## src/hw/rtl/motor_feedback_tracker_defines.svh

```systemverilog
// ----------------------------------------------------------------------------
// motor_feedback_tracker_defines.svh
// Assertion macros used by the tracker RTL.
// ----------------------------------------------------------------------------
`ifndef MOTOR_FEEDBACK_TRACKER_DEFINES_SVH
`define MOTOR_FEEDBACK_TRACKER_DEFINES_SVH

// Same-cycle implication, disabled during reset.
`define MFT_ASSERT_NOW(label, clk, rst, ante, cons) \
   label: assert property (@(posedge clk) disable iff (rst) (ante) |-> (cons)) \
      else $error("mft: same-cycle check failed");

// Next-cycle implication, disabled during reset.
`define MFT_ASSERT_NEXT(label, clk, rst, ante, cons) \
   label: assert property (@(posedge clk) disable iff (rst) (ante) |=> (cons)) \
      else $error("mft: next-cycle check failed");

`endif

```

## src/hw/rtl/mft_pkg.sv

```systemverilog
// ----------------------------------------------------------------------------
// mft_pkg
// Types and constants for the motor feedback tracker.
// ----------------------------------------------------------------------------
`timescale 1ns / 1ps

package mft_pkg;

   localparam int CURRENT_W = 16;
   localparam int COUNT_W   = 16;
   localparam int ANGLE_W   = 13;
   localparam int TEMP_W    = 8;
   localparam int SUM_W     = 32;
   localparam int CHANGE_W  = 14;
   localparam int CSR_IDX_W = 8;
   localparam int CSR_DAT_W = 16;

   localparam logic [COUNT_W-1:0] COUNT_MAX         = '1;
   localparam logic [COUNT_W-1:0] STALL_LIMIT_RESET = 16'd100;
   localparam logic [TEMP_W-1:0]  TEMP_LIMIT_RESET  = 8'd70;

   typedef enum logic [CSR_IDX_W-1:0] {
      CSR_STALL_FRAME_LIMIT = 8'd0,
      CSR_TEMPERATURE_LIMIT = 8'd1
   } csr_index_type;

   typedef enum logic [1:0] {
      LINK_FINE         = 2'd0,
      LINK_UNCONNECTED  = 2'd1,
      LINK_DISCONNECTED = 2'd2
   } link_status_type;

   typedef struct packed {
      logic [COUNT_W-1:0] count;
      link_status_type    status;
   } link_update_type;

endpackage

```

## src/hw/rtl/mft_link.sv

```systemverilog
// ----------------------------------------------------------------------------
// mft_link
// Link supervisor: repeated-current frame count and link status.
// ----------------------------------------------------------------------------
`timescale 1ns / 1ps

module mft_link (
   input  logic [mft_pkg::CURRENT_W-1:0] current,
   input  logic [mft_pkg::CURRENT_W-1:0] previous_current,
   input  logic [mft_pkg::COUNT_W-1:0]   repeat_count,
   input  logic [mft_pkg::COUNT_W-1:0]   stall_frame_limit,
   output mft_pkg::link_update_type      update
);

   logic [mft_pkg::COUNT_W-1:0] count_bumped;

   always_comb begin
      if (current == previous_current) begin
         if (repeat_count == mft_pkg::COUNT_MAX) begin
            count_bumped = repeat_count;
         end else begin
            count_bumped = repeat_count + 1'b1;
         end
      end else begin
         count_bumped = '0;
      end

      // Count at or past the limit: clamp it and report the link as lost.
      if (count_bumped >= stall_frame_limit) begin
         update.count = stall_frame_limit;
         if (previous_current == '0) begin
            update.status = mft_pkg::LINK_UNCONNECTED;
         end else begin
            update.status = mft_pkg::LINK_DISCONNECTED;
         end
      end else begin
         update.count  = count_bumped;
         update.status = mft_pkg::LINK_FINE;
      end
   end

endmodule

```

## src/hw/rtl/motor_feedback_tracker.sv

```systemverilog
// ----------------------------------------------------------------------------
// motor_feedback_tracker
// Motor feedback frame decoder with multi-turn angle and link supervision.
// ----------------------------------------------------------------------------
//
// Channel   Dir  Handshake               Payload
// req_      in   req_tvalid/req_tready   feedback frame bytes (req_tdata)
// rsp_      out  rsp_tvalid/rsp_tready   decoded words and status (rsp_tdata)
// csr_      in   csr_valid/csr_ready     register index and write data
//
// Throughput: one item per cycle while rsp_tready stays high; an accepted item
//   passes the input register, then the result register, before it leaves.
// The per-item work is one 15-bit subtract with a wrap correction, a 32-bit
//   add and a 16-bit compare chain, all between those two registers.
// Reset: synchronous, clears the tracking state and restores the register
//   reset values (stall limit 100, temperature limit 70).
// Stalls: a held result blocks the input register only; the input register
//   still refills in the cycle the result is taken. csr_ready is always high.
//
`timescale 1ns / 1ps
`include "motor_feedback_tracker_defines.svh"

module motor_feedback_tracker #(
   parameter int COUNTS_PER_TURN = 8192
) (
   input  logic        clock,
   input  logic        reset,

   input  logic        req_tvalid,
   output logic        req_tready,
   // [4:0] angle_high, [12:5] angle_low, [20:13] speed_high,
   // [28:21] speed_low, [36:29] current_high, [44:37] current_low,
   // [52:45] temperature, [55:53] zero
   input  logic [55:0] req_tdata,

   output logic        rsp_tvalid,
   input  logic        rsp_tready,
   // [15:0] motor_current, [31:16] speed_rpm, [45:32] angle_change,
   // [77:46] total_angle, [79:78] link_status, [80] over_temperature,
   // [87:81] zero
   output logic [87:0] rsp_tdata,

   input  logic        csr_valid,
   output logic        csr_ready,
   input  logic [mft_pkg::CSR_IDX_W-1:0] csr_index,
   input  logic [mft_pkg::CSR_DAT_W-1:0] csr_wdata
);

   // Wrap arithmetic needs room for a full turn plus sign, and for the raw
   // 13-bit angle difference.
   localparam int TURN_BITS = $clog2(COUNTS_PER_TURN) + 2;
   localparam int DELTA_W   = (TURN_BITS > mft_pkg::ANGLE_W + 2) ?
                              TURN_BITS : mft_pkg::ANGLE_W + 2;
   localparam logic signed [DELTA_W-1:0] TURN = DELTA_W'(COUNTS_PER_TURN);
   localparam logic signed [DELTA_W-1:0] HALF = DELTA_W'(COUNTS_PER_TURN / 2);

   // ---------------- configuration registers ----------------
   logic [mft_pkg::COUNT_W-1:0] stall_limit_ff;
   logic [mft_pkg::TEMP_W-1:0]  temp_limit_ff;

   assign csr_ready = 1'b1;

   always_ff @(posedge clock) begin
      if (reset) begin
         stall_limit_ff <= mft_pkg::STALL_LIMIT_RESET;
         temp_limit_ff  <= mft_pkg::TEMP_LIMIT_RESET;
      end else if (csr_valid && csr_ready) begin
         case (csr_index)
            mft_pkg::CSR_STALL_FRAME_LIMIT: begin
               stall_limit_ff <= csr_wdata;
            end
            mft_pkg::CSR_TEMPERATURE_LIMIT: begin
               temp_limit_ff <= csr_wdata[mft_pkg::TEMP_W-1:0];
            end
            default: begin
               // unmapped index: write ignored
            end
         endcase
      end
   end

   // ---------------- input register ----------------
   logic                          s1_valid_ff;
   logic [mft_pkg::ANGLE_W-1:0]   s1_angle_ff;
   logic [mft_pkg::CURRENT_W-1:0] s1_speed_ff;
   logic [mft_pkg::CURRENT_W-1:0] s1_current_ff;
   logic [mft_pkg::TEMP_W-1:0]    s1_temp_ff;
   logic                          advance;
   logic                          req_take;

   // Item moves to the result register when that register is empty or drains.
   assign advance    = s1_valid_ff && (!rsp_tvalid || rsp_tready);
   assign req_tready = !s1_valid_ff || advance;
   assign req_take   = req_tvalid && req_tready;

   always_ff @(posedge clock) begin
      if (reset) begin
         s1_valid_ff <= 1'b0;
      end else if (req_tready) begin
         s1_valid_ff <= req_tvalid;
      end
   end

   always_ff @(posedge clock) begin
      if (req_take) begin
         s1_angle_ff   <= {req_tdata[4:0], req_tdata[12:5]};
         s1_speed_ff   <= {req_tdata[20:13], req_tdata[28:21]};
         s1_current_ff <= {req_tdata[36:29], req_tdata[44:37]};
         s1_temp_ff    <= req_tdata[52:45];
      end
   end

   // ---------------- tracking state ----------------
   logic [mft_pkg::ANGLE_W-1:0]   prev_angle_ff;
   logic [mft_pkg::CURRENT_W-1:0] prev_current_ff;
   logic [mft_pkg::COUNT_W-1:0]   repeat_count_ff;
   logic [mft_pkg::SUM_W-1:0]     angle_sum_ff;
   logic [mft_pkg::SUM_W-1:0]     angle_sum_in;
   mft_pkg::link_update_type      link_update;

   mft_link u_link (
      .current           (s1_current_ff),
      .previous_current  (prev_current_ff),
      .repeat_count      (repeat_count_ff),
      .stall_frame_limit (stall_limit_ff),
      .update            (link_update)
   );

   // Angle change wrapped into plus or minus half a turn.
   logic signed [DELTA_W-1:0] delta_raw;
   logic signed [DELTA_W-1:0] delta;

   always_comb begin
      delta_raw = $signed({{(DELTA_W - mft_pkg::ANGLE_W){1'b0}}, s1_angle_ff})
                - $signed({{(DELTA_W - mft_pkg::ANGLE_W){1'b0}}, prev_angle_ff});
      if (delta_raw > HALF) begin
         delta = delta_raw - TURN;
      end else if (delta_raw < -HALF) begin
         delta = delta_raw + TURN;
      end else begin
         delta = delta_raw;
      end
      angle_sum_in = angle_sum_ff
                   + {{(mft_pkg::SUM_W - DELTA_W){delta[DELTA_W-1]}}, delta};
   end

   always_ff @(posedge clock) begin
      if (reset) begin
         prev_angle_ff   <= '0;
         prev_current_ff <= '0;
         repeat_count_ff <= '0;
         angle_sum_ff    <= '0;
      end else if (advance) begin
         prev_angle_ff   <= s1_angle_ff;
         prev_current_ff <= s1_current_ff;
         repeat_count_ff <= link_update.count;
         angle_sum_ff    <= angle_sum_in;
      end
   end

   // ---------------- result register ----------------
   logic                            rsp_valid_ff;
   logic [mft_pkg::CURRENT_W-1:0]   rsp_current_ff;
   logic [mft_pkg::CURRENT_W-1:0]   rsp_speed_ff;
   logic [mft_pkg::CHANGE_W-1:0]    rsp_change_ff;
   logic [mft_pkg::SUM_W-1:0]       rsp_total_ff;
   mft_pkg::link_status_type        rsp_status_ff;
   logic                            rsp_over_temp_ff;

   always_ff @(posedge clock) begin
      if (reset) begin
         rsp_valid_ff <= 1'b0;
      end else if (advance) begin
         rsp_valid_ff <= 1'b1;
      end else if (rsp_tready) begin
         rsp_valid_ff <= 1'b0;
      end
   end

   always_ff @(posedge clock) begin
      if (advance) begin
         rsp_current_ff   <= s1_current_ff;
         rsp_speed_ff     <= s1_speed_ff;
         rsp_change_ff    <= delta[mft_pkg::CHANGE_W-1:0];
         rsp_total_ff     <= angle_sum_in;
         rsp_status_ff    <= link_update.status;
         rsp_over_temp_ff <= (s1_temp_ff > temp_limit_ff);
      end
   end

   assign rsp_tvalid = rsp_valid_ff;
   assign rsp_tdata  = {7'd0, rsp_over_temp_ff, rsp_status_ff, rsp_total_ff,
                        rsp_change_ff, rsp_speed_ff, rsp_current_ff};

   // ---------------- checks ----------------
   // A new item never lands on a held one.
   `MFT_ASSERT_NOW(a_no_overwrite, clock, reset, req_take && s1_valid_ff, advance)
   // Every advanced item shows up as a result.
   `MFT_ASSERT_NEXT(a_result_follows, clock, reset, advance, rsp_tvalid)
   // The stored angle is the one of the item just processed.
   `MFT_ASSERT_NEXT(a_prev_angle, clock, reset, advance,
                    prev_angle_ff == $past(s1_angle_ff))

endmodule
```

## config.mk

```make
export PLATFORM = sky130hd
export DESIGN_NAME = motor_feedback_tracker
export DESIGN_NICKNAME = d
export VERILOG_FILES = /design/src/hw/rtl/mft_pkg.sv /design/src/hw/rtl/mft_link.sv /design/src/hw/rtl/motor_feedback_tracker.sv
export VERILOG_INCLUDE_DIRS = /design/src /design/src/hw/rtl
export SDC_FILE = /design/constraint.sdc
export NUM_CORES = 1
export LEC_CHECK = 0
export ABC_AREA = 0
export BUFFER_PORTS_ARGS = -buffer_cell sky130_fd_sc_hd__buf_2
export CORE_UTILIZATION = 45
export CTS_CLUSTER_SIZE = 40
export DETAILED_ROUTE_END_ITERATION = 10
export GPL_TIMING_DRIVEN = 0
export PLACE_DENSITY = 0.65
export SLEW_MARGIN = 20
export SYNTH_ARGS = -nofsm -noshare
export SYNTH_HDL_FRONTEND = slang
export SYNTH_HIERARCHICAL = 1
export SYNTH_SLANG_ARGS = --single-unit
```

## constraint.sdc

```tcl
create_clock -name clock -period 16.4 [get_ports clock]
set_clock_uncertainty 0.2 [all_clocks]
set_input_delay 0 -clock clock [delete_from_list [all_inputs] [get_ports clock]]
set_output_delay 0 -clock clock [all_outputs]
set_load 0.005 [all_outputs]
```

# == Yosys cells after proc, flatten, opt, wreduce, memory -nomap -nowiden ==
# Index checks and enable logic that the tools add are counted.
# classes
addsub,5
order_cmp,4
eq_ne,3
mux,8
n_reduce_logical,11
# op_table
op,n
$add 32x32->32,1
$mux 16,2
$mux 15,2
$mux 18,1
$add 16x1->16 const B,1
$eq 16x16->1,1
$eq 16x16->1 const B,1
$ge 16x16->1,1
$logic_not 16->1,1
$add 14x15->15 const B,1
$sub 14x15->15 const B,1
$gt 14x14->1 const B,1
$lt 14x13->1 const B,1
$sub 13x13->14,1
$eq 8x1->1 const B,1
$gt 8x8->1,1
$logic_not 8->1,1
$reduce_and 2->1,2
$logic_and 1x1->1,2
$logic_not 1->1,2
$logic_or 1x1->1,2
$mux 1,2
$mux 2,1
$reduce_bool 2->1,1
# totals
register_bits,237
output_inout_bits,91
word_cells,49

# == Depth between registers and ports, before layout ==
# Gate-level depths: netlist of run 1.
# logic_depth
ltp_word,5
ltp_mapped,20
depth_no_buf,20

# == Modules after synthesis ==
# Netlist of run 1, hierarchy kept.
# modules_own_cells
mod,instances,cells_each,area_each_um2,seq_area_each_um2
motor_feedback_tracker,1,947,10323.7,6085.8
mft_link,1,172,1282.5,0.0

# == Worst setup path after synthesis of run 1 ==
# Ideal clock, no wire load.
# synth_path
kind,register to register
start,register s1_angle_ff[0] in the netlist's numbering
end,"register rsp_total_ff[31] in the netlist's numbering, data pin"
setup_ns,0.268
arrival_ns,4.780
setup_slack_ns,11.152
stages_incl_launch_ff,21
cell_sequence,edfxtp_1 -> inv_1 -> ha_1 -> fa_1 -> nor2b_1 -> o31ai_2 -> a311oi_1 -> or3_1 -> a21oi_1 -> and4bb_2 -> nor2_1 -> ha_1 -> a21oi_1 -> o21ai_0 -> o311ai_1 -> a31oi_1 -> o21ai_1 -> a211oi_1 -> o31ai_1 -> nand2b_1 -> xnor3_1
# synth_via
elab_chain_len,5
# synth_rtl
item,line_no,source
start: declaration,motor_feedback_tracker.sv:84,logic [mft_pkg::ANGLE_W-1:0] s1_angle_ff;
start signal: assignment,motor_feedback_tracker.sv:106,"s1_angle_ff <= {req_tdata[4:0], req_tdata[12:5]};"
$sub 13x13->14 *,motor_feedback_tracker.sv:135,"- $signed({{(DELTA_W - mft_pkg::ANGLE_W){1'b0}}, prev_angle_ff});"
$add 14x15->15 or $lt 14x13->1 (tied branches),"motor_feedback_tracker.sv:139, motor_feedback_tracker.sv:138",
$mux 15,motor_feedback_tracker.sv:138,end else if (delta_raw < -HALF) begin
$mux 15 *,motor_feedback_tracker.sv:136,if (delta_raw > HALF) begin
$add 32x32->32 *,motor_feedback_tracker.sv:144,"+ {{(mft_pkg::SUM_W - DELTA_W){delta[DELTA_W-1]}}, delta};"
via angle_sum_in (one bit),motor_feedback_tracker.sv:118,logic [mft_pkg::SUM_W-1:0] angle_sum_in;
end signal: assignment,motor_feedback_tracker.sv:185,rsp_total_ff <= angle_sum_in;
end: declaration,motor_feedback_tracker.sv:166,logic [mft_pkg::SUM_W-1:0] rsp_total_ff;
# Mark *: on every way through the listed nets, which the timed path passes. The rest lies on a longest branch.
# A chain may end at the register's enable or synchronous reset.

# == Worst setup path after layout of run 1 ==
# layout_path
start,register s1_angle_ff[0] in the netlist's numbering
end,"register rsp_total_ff[31] in the netlist's numbering, data pin"
# layout_via
elab_chain_len,5
# layout_rtl
item,line_no,source
$sub 13x13->14 *,motor_feedback_tracker.sv:135,
$add 14x15->15 or $lt 14x13->1 (tied branches),"motor_feedback_tracker.sv:139, motor_feedback_tracker.sv:138",
$mux 15,motor_feedback_tracker.sv:138,
$mux 15 *,motor_feedback_tracker.sv:136,
via delta[4],motor_feedback_tracker.sv:131,logic signed [DELTA_W-1:0] delta;
$add 32x32->32 *,motor_feedback_tracker.sv:144,
via angle_sum_in (one bit),motor_feedback_tracker.sv:118,
# Marked as above.

==> impl_metrics.env, run 1 <==
export IMPL_outcome="finished clean"
export IMPL_ys_warn_count=6
export IMPL_cp_cell_sequence="inv_1 -> ha_1 -> fa_1 -> nor2b_1 -> o31ai_2 -> a21boi_0 -> a2111oi_0 -> o211ai_1 -> and4bb_2 -> nor2_2 -> ha_1 -> a21oi_1 -> o21ai_0 -> o311ai_1 -> a31oi_1 -> o21ai_1 -> a211oi_1 -> o31ai_1 -> nand2b_1 -> xnor3_1"
export IMPL_worst_path_buf_inv=1
export IMPL_postCtsSetupRepairBufs=0
export IMPL_firstDrtPassIters=5
export IMPL_tns_ps=0
export IMPL_multi_input_area_um2=5110
export IMPL_cap_violations=0
export IMPL_finalCriticalPeriod_ps=6370
export IMPL_die_height_um=163
export IMPL_place_inst=1620
export IMPL_cts_sinks=237
export IMPL_clkTransAtPathRegs_ps=60
export IMPL_numCtsBuffers=26
export IMPL_syn_inst=1119
export IMPL_initial_core_util_pct=46.0
export IMPL_most_common_layout_cells="nand2_1 (181), buf_2 (166), dlygate4sd3_1 (135)"
export IMPL_row_count=58
export IMPL_arrival_ps=6440
export IMPL_power_density_nw_per_um2=107
export IMPL_area_growth_synth_to_final_pct=30.6
export IMPL_fmaxAchievable_mhz=157
export IMPL_first_global_vias=8773
export IMPL_crit_fanout=17
export IMPL_layout_drive_gt1_share_pct=17.1
export IMPL_fin_util_pct=60.0
export IMPL_ir_drop_mv=0.101
export IMPL_dieArea_um2=26400
export IMPL_ant_nets=0
export IMPL_antenna_found_initial=0
export IMPL_place_congestion=0.859
export IMPL_diodes=0
export IMPL_hpwl_um=18400
export IMPL_synthArstFlopShare_pct=0
export IMPL_finalSetupViolCount=0
export IMPL_grt_usage_pct=20.7
export IMPL_hold_class="input pin to flip-flop"
export IMPL_mappedNetlistArea_um2=11600
export IMPL_root_buffer="clkbuf_16"
export IMPL_clk_latency_ps=550
export IMPL_whs_ps=35.4
export IMPL_wl_per_cell_um=15.2
export IMPL_report_final_slew_viol_count=0
export IMPL_grt_max_degree=54
export IMPL_grt_ovfl_total=0
export IMPL_synthFlopType="edfxtp_1"
export IMPL_cp_slowest_cell="nor2_2"
export IMPL_core_area_um2=25300
export IMPL_tritoncts="built"
export IMPL_worstSetupPathType="flip-flop to flip-flop"
export IMPL_grt_pass1_wl_um=44100
export IMPL_tightestPinTransition_ps=856
export IMPL_synth_seq_cells=237
export IMPL_io_pins=176
export IMPL_htreeDepth=1
export IMPL_start_kind="flip-flop"
export IMPL_final_common_cell="nand2_1"
export IMPL_cp_slowest_stage_delay_ps=660
export IMPL_drtIter0Drc=411
export IMPL_fp_dieW_um=163
export IMPL_worstPathRequired_ps=16470
export IMPL_hold_violations=0
export IMPL_io_buffers=164
export IMPL_drt_wl_total_um=27500
export IMPL_stdcell_count=1803
export IMPL_slew_headroom_pct=42.9
export IMPL_min_period_over_period_pct=38.8
export IMPL_rsz0062_at_grt="false"
export IMPL_critPathCaptureType="flip-flop"
export IMPL_synth_edf_count=134
export IMPL_yosysSeqAreaShare_pct=52.4
export IMPL_fillers=2167
export IMPL_cp_top_family="compound AO/OA/AOI/OAI gates"
export IMPL_avgSynthCellArea_um2=10.4
export IMPL_via_count=9141
export IMPL_seq_area_um2=6090
export IMPL_yosysUniqueCellTypes=73
export IMPL_p_leak_uw=0.00619
export IMPL_via_per_inst=5.07
export IMPL_nNetsFinal=1609
export IMPL_crit_path_frequent_cell="ha_1"
export IMPL_drcViolationCount=0
export IMPL_cts_path_max_buffers=3
final cells by class:
class,instances,area share (%)
Multi-Input combinational cell,784,33.7
Clock buffer,38,5.21
Timing Repair Buffer,300,14.5
Buffer,49,1.55
Tap cell,330,2.72
Clock inverter,10,0.809
Inverter,55,1.36
Sequential cell,237,40.1
power breakdown:
group | internal, µW | total [µW] | switching, µW
Clock | 367 | 610 | 242
Combinational | 135 | 311 | 176
Sequential | 684 | 701 | 17.4
Total | 1190 | 1620 | 436
flip-flops by register name, summed over array words and instances, names as in the netlist, 8 cells and up:
register         cells
s1_temp_ff           8
rsp_speed_ff        16
rsp_total_ff        32
prev_angle_ff       13
s1_speed_ff         16
s1_current_ff       16
repeat_count_ff     16
s1_angle_ff         13
temp_limit_ff        8
angle_sum_ff        32
rsp_change_ff       14
prev_current_ff     16
rsp_current_ff      16
stall_limit_ff      16
worst paths after layout:
path | cells past startpoint | from | slack [ps] | end
max | 20 | s1_angle_ff[0] | 10030 | rsp_total_ff[31]
min | 5 | csr_index[6] | 40 | temp_limit_ff[2]
max reg2reg | 20 | s1_angle_ff[0] | 10030 | rsp_total_ff[31]
min reg2reg | 0 | s1_speed_ff[6] | 220 | rsp_speed_ff[6]
synth_stat cells, types with 4 or more instances:
library cell  instances  area [µm²]
o21ai_0              19        95.1
xnor2_1              25         219
dfxtp_1             103        2060
nor2b_1               9        56.3
nand4_1              12        75.1
ha_1                 69         863
nor3_1               18        90.1
a221oi_1              4        35.0
o21a_1               18         135
nand2b_1              9        56.3
a21oi_1             117         586
nand2_1             181         679
a211oi_1              6        45.0
nand3_1              21         105
mux2_2               11         124
buf_4                10        75.1
xor2_1               30         263
inv_1                55         206
clkbuf_1             34         128
o21bai_1              5        37.5
a31oi_1               4        25.0
and2_1                6        37.5
nor2_1               72         270
or4_1                 4        30.0
edfxtp_1            134        4020
and3_1                8        50.1
o211ai_1              4        30.0
mux2i_1              30         300
a21o_1               23         173
nor4_1               11        68.8
or3_1                 5        31.3
cell families (layout without fill, tap and decap cells):
kind of cell | count (synthesis) | count (layout) | share of synthesized area (%)
AO/OA/AOI/OAI | 230 | 230 | 12.6
buffers and inverters | 104 | 452 | 3.77
XOR/XNOR | 56 | 56 | 4.34
multiplexers | 45 | 45 | 4.08
flip-flops | 237 | 237 | 52.4
adder cells (fa/ha/maj) | 71 | 71 | 7.78
AND/OR/NAND/NOR | 374 | 374 | 14.9
other | 2 | 8 | 0.0647
worst register-to-register path: stages (launching register included):
cell and delay (ps):
edfxtp_1 400, inv_1 90, ha_1 200, fa_1 230, nor2b_1 80, o31ai_2 360, a21boi_0 560, a2111oi_0 170
o211ai_1 160, and4bb_2 300, nor2_2 660, ha_1 440, a21oi_1 160, o21ai_0 140, o311ai_1 300, a31oi_1 140
o21ai_1 430, a211oi_1 160, o31ai_1 440, nand2b_1 140, xnor3_1 350
per-layer routing:
layer | GRT usage [%] | wire (µm)
met5 | 0 | 0
met4 | 6.03 | 657
met3 | 3.69 | 1490
met1 | 26.9 | 12300
met2 | 35.4 | 13100
stage by stage:
stage / total power (µW) / setup WS [ps] / instance area [µm²]
after detailed placement: 998 / 10100 / 12900
after CTS: 1630 / 10030 / 15200
after global placement: 994 / 9740 / 12900
after global routing: 1700 / 9600 / 15200
after floorplan: 913 / 11150 / 11600
final: 1620 / 10030 / 15200
what timing repair did:
item	in CTS	in global routing
gates resized for setup	0	0
endpoints found under the hold margin	135	0
hold buffers	135	0
endpoints found under the setup margin	0	0
(Power assumes the default switching activity.)
==> inputs of run 2 (changes only) <==
--- a/config.mk
+++ b/config.mk
@@ -12,7 +12,7 @@
 export CTS_CLUSTER_SIZE = 40
 export DETAILED_ROUTE_END_ITERATION = 10
 export GPL_TIMING_DRIVEN = 0
-export PLACE_DENSITY = 0.65
+export PLACE_DENSITY = 0.68
 export SLEW_MARGIN = 20
 export SYNTH_ARGS = -nofsm -noshare
 export SYNTH_HDL_FRONTEND = slang
==> constraint.sdc (replaced) <==
create_clock -name clock -period 5.7 [get_ports clock]
set_clock_uncertainty 0.2 [all_clocks]
set_input_delay 0 -clock clock [delete_from_list [all_inputs] [get_ports clock]]
set_output_delay 0 -clock clock [all_outputs]
set_load 0.005 [all_outputs]
==> run 2 against run 1 <==
Compared with the run above:
- core utilization grew 0.91 points
- final area grew 1.5%
- die area is the same
- sequential power grew to 2.9 times the previous value
==> impl_metrics.env, run 2 (synthesized netlist as in run 1, its figures left out) <==
export IMPL_wl_per_cell_um=15.2
export IMPL_root_buffer="clkbuf_16"
export IMPL_fp_dieW_um=163
export IMPL_fin_util_pct=60.9
export IMPL_worstSetupPathType="flip-flop to flip-flop"
export IMPL_row_count=58
export IMPL_layout_drive_gt1_share_pct=17.9
export IMPL_worstPathRequired_ps=5780
export IMPL_tritoncts="built"
export IMPL_finalInstanceArea_um2=15400
export IMPL_outcome="finished clean"
export IMPL_tightestPinTransition_ps=756
export IMPL_drtIter0Drc=588
export IMPL_reg2reg_from="s1_angle_ff[0]"
export IMPL_crit_start="s1_angle_ff[0]"
export IMPL_cp_slowest_cell="nor2_1"
export IMPL_io_pins=176
export IMPL_final_common_cell="nand2_1"
export IMPL_hpwl_um=18300
export IMPL_drcViolationCount=0
export IMPL_fillers=2078
export IMPL_min_period_over_period_pct=95.4
export IMPL_grt_usage_pct=21.1
export IMPL_setup_ws_ps=264
export IMPL_postPlaceCellArea_um2=12900
export IMPL_via_count=9196
export IMPL_die_height_um=163
export IMPL_drt_wl_total_um=27500
export IMPL_first_global_vias=9039
export IMPL_critPathCaptureType="flip-flop"
export IMPL_reg_top3="angle_sum_ff x32, rsp_total_ff x32"
export IMPL_finalPower_uw=4870
export IMPL_cap_violations=0
export IMPL_area_growth_synth_to_final_pct=32.6
export IMPL_hold_violations=0
export IMPL_ir_drop_mv=0.265
export IMPL_start_kind="flip-flop"
export IMPL_via_per_inst=5.07
export IMPL_cts_path_max_buffers=3
export IMPL_cp_cell_sequence="inv_1 -> ha_1 -> fa_1 -> nor2b_1 -> o31ai_2 -> a311oi_1 -> nor2_1 -> o21a_1 -> xor2_2 -> nor2_1 -> ha_4 -> and2_1 -> and3_1 -> o311ai_1 -> a31oi_1 -> o21ai_2 -> a211oi_1 -> o31ai_2 -> nand2b_1 -> xnor3_1"
export IMPL_grt_ovfl_total=0
export IMPL_numCtsBuffers=26
export IMPL_diodes=0
export IMPL_firstDrtPassIters=7
export IMPL_antenna_found_initial=0
export IMPL_power_density_nw_per_um2=316
export IMPL_cp_slowest_stage_delay_ps=440
export IMPL_finalCriticalPeriod_ps=5440
export IMPL_initial_core_util_pct=46.0
export IMPL_clkTransAtPathRegs_ps=60
export IMPL_htreeDepth=1
export IMPL_finalSetupViolCount=0
export IMPL_nNetsFinal=1619
export IMPL_hold_start="csr_wdata[13]"
export IMPL_report_final_slew_viol_count=0
export IMPL_dp_slack_ps=-507
export IMPL_ant_nets=0
export IMPL_cts_sinks=237
export IMPL_dieArea_um2=26400
export IMPL_place_congestion=0.860
export IMPL_core_area_um2=25300
export IMPL_p_leak_uw=0.00627
export IMPL_slew_headroom_pct=49.6
export IMPL_grt_max_degree=54
export IMPL_hold_class="input pin to flip-flop"
export IMPL_grt_pass1_wl_um=44900
export IMPL_arrival_ps=5510
export IMPL_io_buffers=164
export IMPL_whs_ps=30.4
export IMPL_clk_latency_ps=550
export IMPL_fmaxAchievable_mhz=184
export IMPL_crit_fanout=5
export IMPL_most_common_layout_cells="nand2_1 (181), buf_2 (166), dlygate4sd3_1 (141)"
run 2: cell count changes in the layout (fill, tap and decap cells not counted), sizes merged:
| cell | change |
|---|---|
| inv | -2 |
| clkinv | +4 |
| dlygate4sd3 | +6 |
| bufinv | +6 |
| clkbuf | -10 |
| buf | +4 |
| clkinvlp | +2 |
run 2: stage by stage:
stage               setup TNS, ps  cells
global placement            -4620   1619
global route                -5.47   1813
detailed placement           -617   1620
floorplan                       0   1125
finish                          0   1813
CTS                             0   1809
run 2: area by class of cell:
type | instances | area (µm²) | area share (%)
plain buffers | 49 | 235 | 1.53
clock buffers | 28 | 668 | 4.34
clock inverters | 20 | 335 | 2.18
inverters | 55 | 206 | 1.34
multi-input cells | 784 | 5160 | 33.5
flip-flops and latches | 237 | 6090 | 39.5
well taps | 330 | 413 | 2.68
repair buffers | 310 | 2290 | 14.9
run 2: worst paths after layout:
check	endpoint	slack, ps	cells past startpoint
hold reg to reg	rsp_speed_ff[0]	220	0
setup reg to reg	rsp_total_ff[31]	260	20
setup / recovery	rsp_total_ff[31]	260	20
hold / removal	stall_limit_ff[13]	30	4
run 2: power by group:
| part | internal [µW] | total [µW] | leakage (µW) | switching (µW) |
|---|---|---|---|---|
| clock | 1220 | 1930 | 0.000473 | 717 |
| combinational | 400 | 916 | 0.00369 | 516 |
| sequential | 1970 | 2020 | 0.00211 | 50.9 |
run 2: worst max-delay path: cells and delay by family (launching register included):
kind / cells / cell delay (ps)
buffers and inverters: 1 / 50
AO/OA/AOI/OAI: 8 / 1840
adder cells (fa/ha/maj): 3 / 940
XOR/XNOR: 2 / 540
AND/OR/NAND/NOR: 6 / 1260
flip-flops: 1 / 350
run 2: what timing repair did:
item	in CTS	in global routing
resized for setup	4	6
pin swaps	0	3
gates cloned	0	0
hold buffers	141	0
setup buffers	0	4
setup endpoints to repair	2	3
hold endpoints to repair	136	0
run 2: metal layers:
metal	share of wire (%)	GRT usage, %	up-vias
met1	45	27.2	4261
li1	-	-	4660
met3	5.5	3.77	50
met5	0	0	-
met2	47	36.4	225
met4	2.3	5.90	0
